==> src/hdl/fshu_pkg.sv <==
`timescale 1ns / 1ps

package fshu_pkg;

	localparam int HASH_W = 32;
	localparam int CP_W = 21;
	localparam int LEFT_W = 2;
	localparam int BYTE_W = 8;

	typedef struct packed {
		logic [HASH_W-1:0] hash;
		logic [CP_W-1:0]   acc;
		logic [LEFT_W-1:0] left;
	} hash_state_t;

	// djb2 update: h * 33 + v, modulo 2^32
	function automatic logic [HASH_W-1:0] mix(input logic [HASH_W-1:0] h,
			input logic [BYTE_W-1:0] v);
		mix = (h << 5) + h + {{(HASH_W-BYTE_W){1'b0}}, v};
	endfunction

	// latin diacritic letters to their lowercase ascii base, else low byte
	function automatic logic [BYTE_W-1:0] fold_cp(input logic [CP_W-1:0] cp);
		logic [BYTE_W-1:0] res;
		res = cp[BYTE_W-1:0];
		if (cp[CP_W-1:9] == '0) begin
			case (cp[8:0]) inside
				[9'h0C0:9'h0C5], [9'h0E0:9'h0E5], [9'h100:9'h105]: res = 8'h61;
				9'h0C7, 9'h0E7, [9'h106:9'h10D]: res = 8'h63;
				[9'h10E:9'h111]: res = 8'h64;
				[9'h0C8:9'h0CB], [9'h0E8:9'h0EB], [9'h112:9'h11B]: res = 8'h65;
				[9'h11C:9'h123]: res = 8'h67;
				[9'h124:9'h127]: res = 8'h68;
				[9'h0CC:9'h0CF], [9'h0EC:9'h0EF], [9'h128:9'h131]: res = 8'h69;
				[9'h134:9'h135]: res = 8'h6A;
				[9'h136:9'h137]: res = 8'h6B;
				[9'h139:9'h142]: res = 8'h6C;
				9'h0D1, 9'h0F1, [9'h143:9'h149]: res = 8'h6E;
				[9'h0D2:9'h0D6], 9'h0D8, [9'h0F2:9'h0F6], 9'h0F8,
				[9'h14C:9'h151]: res = 8'h6F;
				[9'h154:9'h159]: res = 8'h72;
				[9'h15A:9'h161]: res = 8'h73;
				[9'h162:9'h167]: res = 8'h74;
				[9'h0D9:9'h0DC], [9'h0F9:9'h0FC], [9'h168:9'h173]: res = 8'h75;
				[9'h174:9'h175]: res = 8'h77;
				9'h0DD, 9'h0FD, 9'h0FF, [9'h176:9'h178]: res = 8'h79;
				[9'h179:9'h17E]: res = 8'h7A;
				default: res = cp[BYTE_W-1:0];
			endcase
		end
		fold_cp = res;
	endfunction

endpackage

==> src/hdl/fshu_step.sv <==
`timescale 1ns / 1ps

module fshu_step
	import fshu_pkg::*;
(
	input  hash_state_t       cur,
	input  logic [BYTE_W-1:0] text_byte,
	input  logic              last_byte,
	input  logic              fold,
	output hash_state_t       nxt,
	output logic [HASH_W-1:0] hash_out
);

	logic              sb_mix;
	logic [BYTE_W-1:0] sb_val;
	logic [CP_W-1:0]   sb_acc;
	logic [LEFT_W-1:0] sb_left;
	logic              is_cont;
	logic [CP_W-1:0]   acc_shift;
	logic              mix_a;
	logic              mix_b;
	logic [CP_W-1:0]   cp_a;
	logic [CP_W-1:0]   acc1;
	logic [LEFT_W-1:0] left1;
	logic [BYTE_W-1:0] val_b;
	logic [HASH_W-1:0] h1;
	logic [HASH_W-1:0] h2;

	// lead / ascii / stray byte decode
	always_comb begin
		sb_mix = 1'b1;
		sb_val = text_byte;
		sb_acc = '0;
		sb_left = '0;
		case (text_byte) inside
			[8'h41:8'h5A]: sb_val = text_byte + 8'd32;
			[8'hC0:8'hDF]: begin
				sb_mix = 1'b0;
				sb_acc = {{(CP_W-5){1'b0}}, text_byte[4:0]};
				sb_left = 2'd1;
			end
			[8'hE0:8'hEF]: begin
				sb_mix = 1'b0;
				sb_acc = {{(CP_W-4){1'b0}}, text_byte[3:0]};
				sb_left = 2'd2;
			end
			[8'hF0:8'hF7]: begin
				sb_mix = 1'b0;
				sb_acc = {{(CP_W-3){1'b0}}, text_byte[2:0]};
				sb_left = 2'd3;
			end
			default: sb_val = text_byte;
		endcase
	end

	assign is_cont = (text_byte[7:6] == 2'b10);
	assign acc_shift = {cur.acc[CP_W-7:0], text_byte[5:0]};

	always_comb begin
		mix_a = 1'b0;
		mix_b = 1'b0;
		cp_a = cur.acc;
		acc1 = sb_acc;
		left1 = sb_left;
		if (cur.left != '0) begin
			if (is_cont) begin
				cp_a = acc_shift;
				acc1 = acc_shift;
				left1 = cur.left - 2'd1;
				if (left1 == '0) begin
					mix_a = 1'b1;
					acc1 = '0;
				end
			end else begin
				// truncated sequence: fold what was received, then restart
				mix_a = 1'b1;
				mix_b = sb_mix;
			end
		end else begin
			mix_b = sb_mix;
		end
		// string end with a sequence still open
		if (last_byte && left1 != '0) begin
			mix_b = 1'b1;
		end
	end

	// an open sequence at this point is only mixed at string end
	assign val_b = (left1 != '0) ? fold_cp(acc1) : sb_val;
	assign h1 = mix_a ? mix(cur.hash, fold_cp(cp_a)) : cur.hash;
	assign h2 = mix_b ? mix(h1, val_b) : h1;

	always_comb begin
		if (fold) begin
			hash_out = h2;
			nxt.hash = h2;
			nxt.acc = acc1;
			nxt.left = left1;
		end else begin
			hash_out = mix(cur.hash, text_byte);
			nxt.hash = hash_out;
			nxt.acc = '0;
			nxt.left = '0;
		end
		if (last_byte) begin
			nxt = '0;
		end
	end

endmodule

==> src/hdl/utf8_folding_string_hash_unit.sv <==
`timescale 1ns / 1ps

// UTF-8 folding djb2 string hash. Bytes of a string arrive one per transfer on
// the slave side, tlast marking the final byte; one 32-bit hash leaves on the
// master side per string. With fold enabled, ascii capitals are lower-cased
// and latin diacritic letters U+00C0..U+017E hash as their base letter; with
// it cleared every raw byte is hashed. The unit takes one byte every cycle
// while the input side is not stalled: a byte sits in the input register
// while the fold and two chained shift-add updates settle, and a last byte
// lands its hash in the output register, which presents it on the master
// side. The input side stalls only when a last byte waits behind a result
// that the master side has not yet taken. Write fold_enable only between
// strings.
module utf8_folding_string_hash_unit
	import fshu_pkg::*;
(
	input  logic              clk,
	input  logic              arst_n,
	// configuration: fold_enable
	input  logic              cfg_we,
	input  logic              cfg_wdata,
	// slave side
	input  logic              s_tvalid,
	output logic              s_tready,
	input  logic [BYTE_W-1:0] s_tdata,   // [7:0] text_byte
	input  logic              s_tlast,   // last_byte
	// master side
	output logic              m_tvalid,
	input  logic              m_tready,
	output logic [HASH_W-1:0] m_tdata    // [31:0] hash_value
);

	logic              fold_enable_q;
	logic              valid_s1;
	logic [BYTE_W-1:0] byte_s1;
	logic              last_s1;
	hash_state_t       state_q;
	hash_state_t       state_nxt;
	logic [HASH_W-1:0] hash_nxt;
	logic              out_valid_q;
	logic [HASH_W-1:0] out_hash_q;
	logic              advance;
	logic              emit;

	// a non-last byte never needs the output register
	assign advance = valid_s1 && (!last_s1 || !out_valid_q || m_tready);
	assign emit = advance && last_s1;
	assign s_tready = !valid_s1 || advance;

	fshu_step u_step (
		.cur       (state_q),
		.text_byte (byte_s1),
		.last_byte (last_s1),
		.fold      (fold_enable_q),
		.nxt       (state_nxt),
		.hash_out  (hash_nxt)
	);

	always_ff @(posedge clk or negedge arst_n) begin
		if (!arst_n) begin
			fold_enable_q <= 1'b1;
		end else if (cfg_we) begin
			fold_enable_q <= cfg_wdata;
		end
	end

	// input register
	always_ff @(posedge clk or negedge arst_n) begin
		if (!arst_n) begin
			valid_s1 <= 1'b0;
		end else if (s_tready) begin
			valid_s1 <= s_tvalid;
		end
	end

	always_ff @(posedge clk) begin
		if (s_tready && s_tvalid) begin
			byte_s1 <= s_tdata;
			last_s1 <= s_tlast;
		end
	end

	// running hash and pending utf-8 sequence
	always_ff @(posedge clk or negedge arst_n) begin
		if (!arst_n) begin
			state_q <= '0;
		end else if (advance) begin
			state_q <= state_nxt;
		end
	end

	// output register
	always_ff @(posedge clk or negedge arst_n) begin
		if (!arst_n) begin
			out_valid_q <= 1'b0;
		end else if (emit) begin
			out_valid_q <= 1'b1;
		end else if (m_tready) begin
			out_valid_q <= 1'b0;
		end
	end

	always_ff @(posedge clk) begin
		if (emit) begin
			out_hash_q <= hash_nxt;
		end
	end

	assign m_tvalid = out_valid_q;
	assign m_tdata = out_hash_q;

	// a processed last byte always leaves a result and a fresh string state
	a_emit_result: assert property (@(posedge clk) disable iff (!arst_n)
		emit |=> m_tvalid && m_tdata == $past(hash_nxt))
		else $error("hash of last byte not presented");

	a_emit_clears: assert property (@(posedge clk) disable iff (!arst_n)
		emit |=> state_q.hash == '0 && state_q.left == '0 && state_q.acc == '0)
		else $error("string state not cleared after last byte");

	// input stalls only behind an untaken result
	a_stall_cause: assert property (@(posedge clk) disable iff (!arst_n)
		!s_tready |-> valid_s1 && last_s1 && m_tvalid && !m_tready)
		else $error("input stalled without a pending result");

	// no result appears without a last byte behind it
	a_result_source: assert property (@(posedge clk) disable iff (!arst_n)
		$rose(m_tvalid) |-> $past(emit))
		else $error("result without a last byte");

endmodule
==> config.mk <==
export PLATFORM = sky130hd
export DESIGN_NAME = utf8_folding_string_hash_unit
export DESIGN_NICKNAME = d
export VERILOG_FILES = /design/src/hdl/fshu_pkg.sv /design/src/hdl/fshu_step.sv /design/src/hdl/utf8_folding_string_hash_unit.sv
export SDC_FILE = /design/constraint.sdc
export NUM_CORES = 1
export LEC_CHECK = 0
export ABC_AREA = 1
export ABC_CLOCK_PERIOD_IN_PS = 14900
export BUFFER_PORTS_ARGS = -buffer_cell sky130_fd_sc_hd__buf_2
export CELL_PAD_IN_SITES_DETAIL_PLACEMENT = 0
export CELL_PAD_IN_SITES_GLOBAL_PLACEMENT = 1
export CORE_MARGIN = 3
export CORE_UTILIZATION = 46
export DETAILED_ROUTE_END_ITERATION = 8
export GPL_TIMING_DRIVEN = 0
export PLACE_DENSITY_LB_ADDON = 0.1
export SLEW_MARGIN = 20
export SYNTH_ARGS = -nofsm -noshare
export SYNTH_HDL_FRONTEND = slang
export SYNTH_SLANG_ARGS = --single-unit
==> constraint.sdc <==
create_clock -name clk -period 14.9 [get_ports clk]
set_clock_uncertainty 0.05 [all_clocks]
set_input_delay 1.49 -clock clk [delete_from_list [all_inputs] [get_ports clk]]
set_output_delay 1.49 -clock clk [all_outputs]
set_load 0.02 [all_outputs]
==> impl_metrics.tcl <==
set metrics [dict create \
    ys_seq_area_frac 0.220 \
    synth.distinct_cells 69 \
    critPathMaxStageDelay_ns 0.59 \
    synthesis.area_per_instance_sq_um 6.64 \
    hold_viol 0 \
    grt_pass1_wl_um 67500 \
    die_area_sq_mm 0.0285 \
    peakVddDrop_uv 121 \
    end_kind "register" \
    grt_use_total 0.300 \
    final.setup.tns_ns 0 \
    crit_top_cell "nand2_1" \
    rsz0062_at_grt "no" \
    syn_to_final_growth_pct 8.00 \
    drt_iter0_drc 1313 \
    place.port_buffers 48 \
    antenna_found_initial 0 \
    setup_violations 0 \
    hold_path.class "register to register" \
    outcome "complete, no violations" \
    power_leakage_nw 6.58 \
    synth_edf_count 41 \
    crit_type "register to register" \
    grt_pass1_vias 12200 \
    rows 58 \
    worstPathMaxFanout 10 \
    htree_levels 3 \
    drc 0 \
    dieHeight_um 169 \
    yosysTopAreaCellShare 0.122 \
    grt_max_degree 39 \
    max-slew-margin-rel 0.384 \
    path_clk_slew_ns 0.08 \
    post_cts_buffers 0 \
    synth_area_sq_mm 0.0122 \
    clock_latency_ns 0.36 \
    p_total_mw 2.26 \
    hpwl_um 34700 \
    cts_resized 0 \
    fin_crit_sh 0.620 \
    cts.sinks 99 \
    die_w_um 169 \
    critPathRequiredTime_ns 15.12 \
    power_density_mw_per_mm2 172 \
    place_inst 2214 \
    worstPathArrival_ns 9.45 \
    ys_ff_latch 99 \
    grt_overflow 0 \
    vias 12800 \
    antennaDiodeCount 0 \
    drive_gt1_frac 0.0974 \
    utilization 0.513 \
    cts_tree "yes" \
    place.gp.congestion 0.955 \
    busiest_layer "met1" \
    final_common_cell "nand2_1" \
    final_cells 2230 \
    worst_pin_slew_ns 0.924 \
    synth_area_leaders "nand2_1, dfrtp_1, ha_1" \
    root_buffer "clkbuf_16" \
    critPathLaunchType "register" \
    drt_first_pass_iters 6 \
    async_flop_share 0.586 \
    start_util 0.475 \
    layout_min_cycle_time_ns 9.23 \
    final_cell_mix "nand2_1, inv_1, nor2_1" \
    synthFlopType "dfrtp_1" \
    cts_made_buffers 9 \
    syn_inst 1835 \
    whs_ns 0.451 \
    met2_usage 0.429 \
    clockBufferDepth 2 \
    wl_per_cell_um 19.2 \
    max_freq_mhz 108 \
    synth.largest_area_cell "nand2_1" \
    finalWirelength_um 42800 \
    maxCapViolCount 0 \
    use_met1 0.475 \
    core_area_sq_mm 0.0256 \
    ant_nets 0 \
    yosys_warnings 0 \
    postCtsHoldBufs 0 \
    grt_util_met3 0.0430 \
    nets 2021 \
    drv_slew 0 \
    io_pins 49 \
    crit_slowest_cell "edfxtp_1" \
    syn_nets 1961 \
    vias_per_cell 5.75 \
]
-- routing by layer --
metal / vias up / wire [um]
met5: - / 0
met4: 0 / 722
met3: 50 / 3280
met2: 459 / 17100
met1: 5963 / 21700
li1: 6343 / -
-- through the flow --
stage,setup WS [ns],cell area [sq um]
global placement,5.91,12800
floorplan,7.86,12200
CTS,5.86,13200
global route,5.05,13200
detailed placement,5.89,12900
finish,5.67,13200
-- critical path, delay by kind of cell, from the launching register on --
kind                       cells  cell delay (ns)
AOI/OAI and AO/OA             22             4.36
DFF                            1             0.59
adders and majority gates      4             1.50
and+or+nand+nor               15             1.58
buffers and inverters          8             1.02
-- sequential cells by signal (all words and copies together) (netlist names) --
name           count
valid_s1           1
byte_s1            8
m_tdata           32
state_q           55
fold_enable_q      1
m_tvalid           1
last_s1            1
-- cells in the mapped netlist (all sizes together), types with 4 or more instances --
| cell type | n |
|---|---|
| a22oi | 4 |
| fa | 7 |
| o31ai | 7 |
| o22ai | 31 |
| o21bai | 8 |
| edfxtp | 41 |
| dfrtp | 57 |
| nand3 | 106 |
| or2 | 5 |
| nor4 | 10 |
| nand4 | 50 |
| nand2 | 410 |
| o221ai | 4 |
| nor3 | 38 |
| a22o | 9 |
| nand3b | 4 |
| and2 | 5 |
| xor2 | 53 |
| a21o | 4 |
| a21oi | 152 |
| o2111ai | 6 |
| inv | 273 |
| clkbuf | 20 |
| o21a | 7 |
| nor2 | 197 |
| a31oi | 14 |
| a21boi | 6 |
| xnor2 | 16 |
| buf | 17 |
| o211ai | 10 |
| o21ai | 145 |
| ha | 104 |
-- report_power, final --
group | internal, mW | switching (mW) | total (mW)
Combinational | 0.507 | 1.07 | 1.58
Clock | 0.119 | 0.125 | 0.244
Sequential | 0.364 | 0.0744 | 0.438
Total | 0.989 | 1.27 | 2.26
-- final cells by class --
| class | count | area [sq um] |
|---|---|---|
| plain buffers | 37 | 181 |
| clock inverters | 7 | 66.3 |
| flip-flops and latches | 99 | 2680 |
| multi-input cells | 1423 | 8270 |
| inverters | 276 | 1040 |
| clock buffers | 9 | 225 |
| well taps | 330 | 413 |
| fillers | 2745 | 12500 |
| repair buffers | 49 | 270 |
-- cell families after synthesis --
kind of cell / Yosys count / synth area share
and+or+nand+nor: 827 / 0.307
AOI/OAI and AO/OA: 416 / 0.203
buffers and inverters: 313 / 0.100
adders and majority gates: 111 / 0.118
DFF: 99 / 0.220
xor gates and xnor gates: 69 / 0.0509
-- final timing paths --
kind / start / to / slack (ns) / depth (start not counted)
setup / recovery: byte_s1[6] / state_q[43] / 5.67 / 49
hold / removal: state_q[17] / state_q[17] / 0.45 / 2
setup reg to reg: byte_s1[6] / state_q[43] / 5.67 / 49
hold reg to reg: state_q[17] / state_q[17] / 0.45 / 2
max in group asynchronous: arst_n / fold_enable_q / 13.27 / 2
min in group asynchronous: arst_n / state_q[10] / 0.96 / 1
Power figures use the tool's default switching activity.
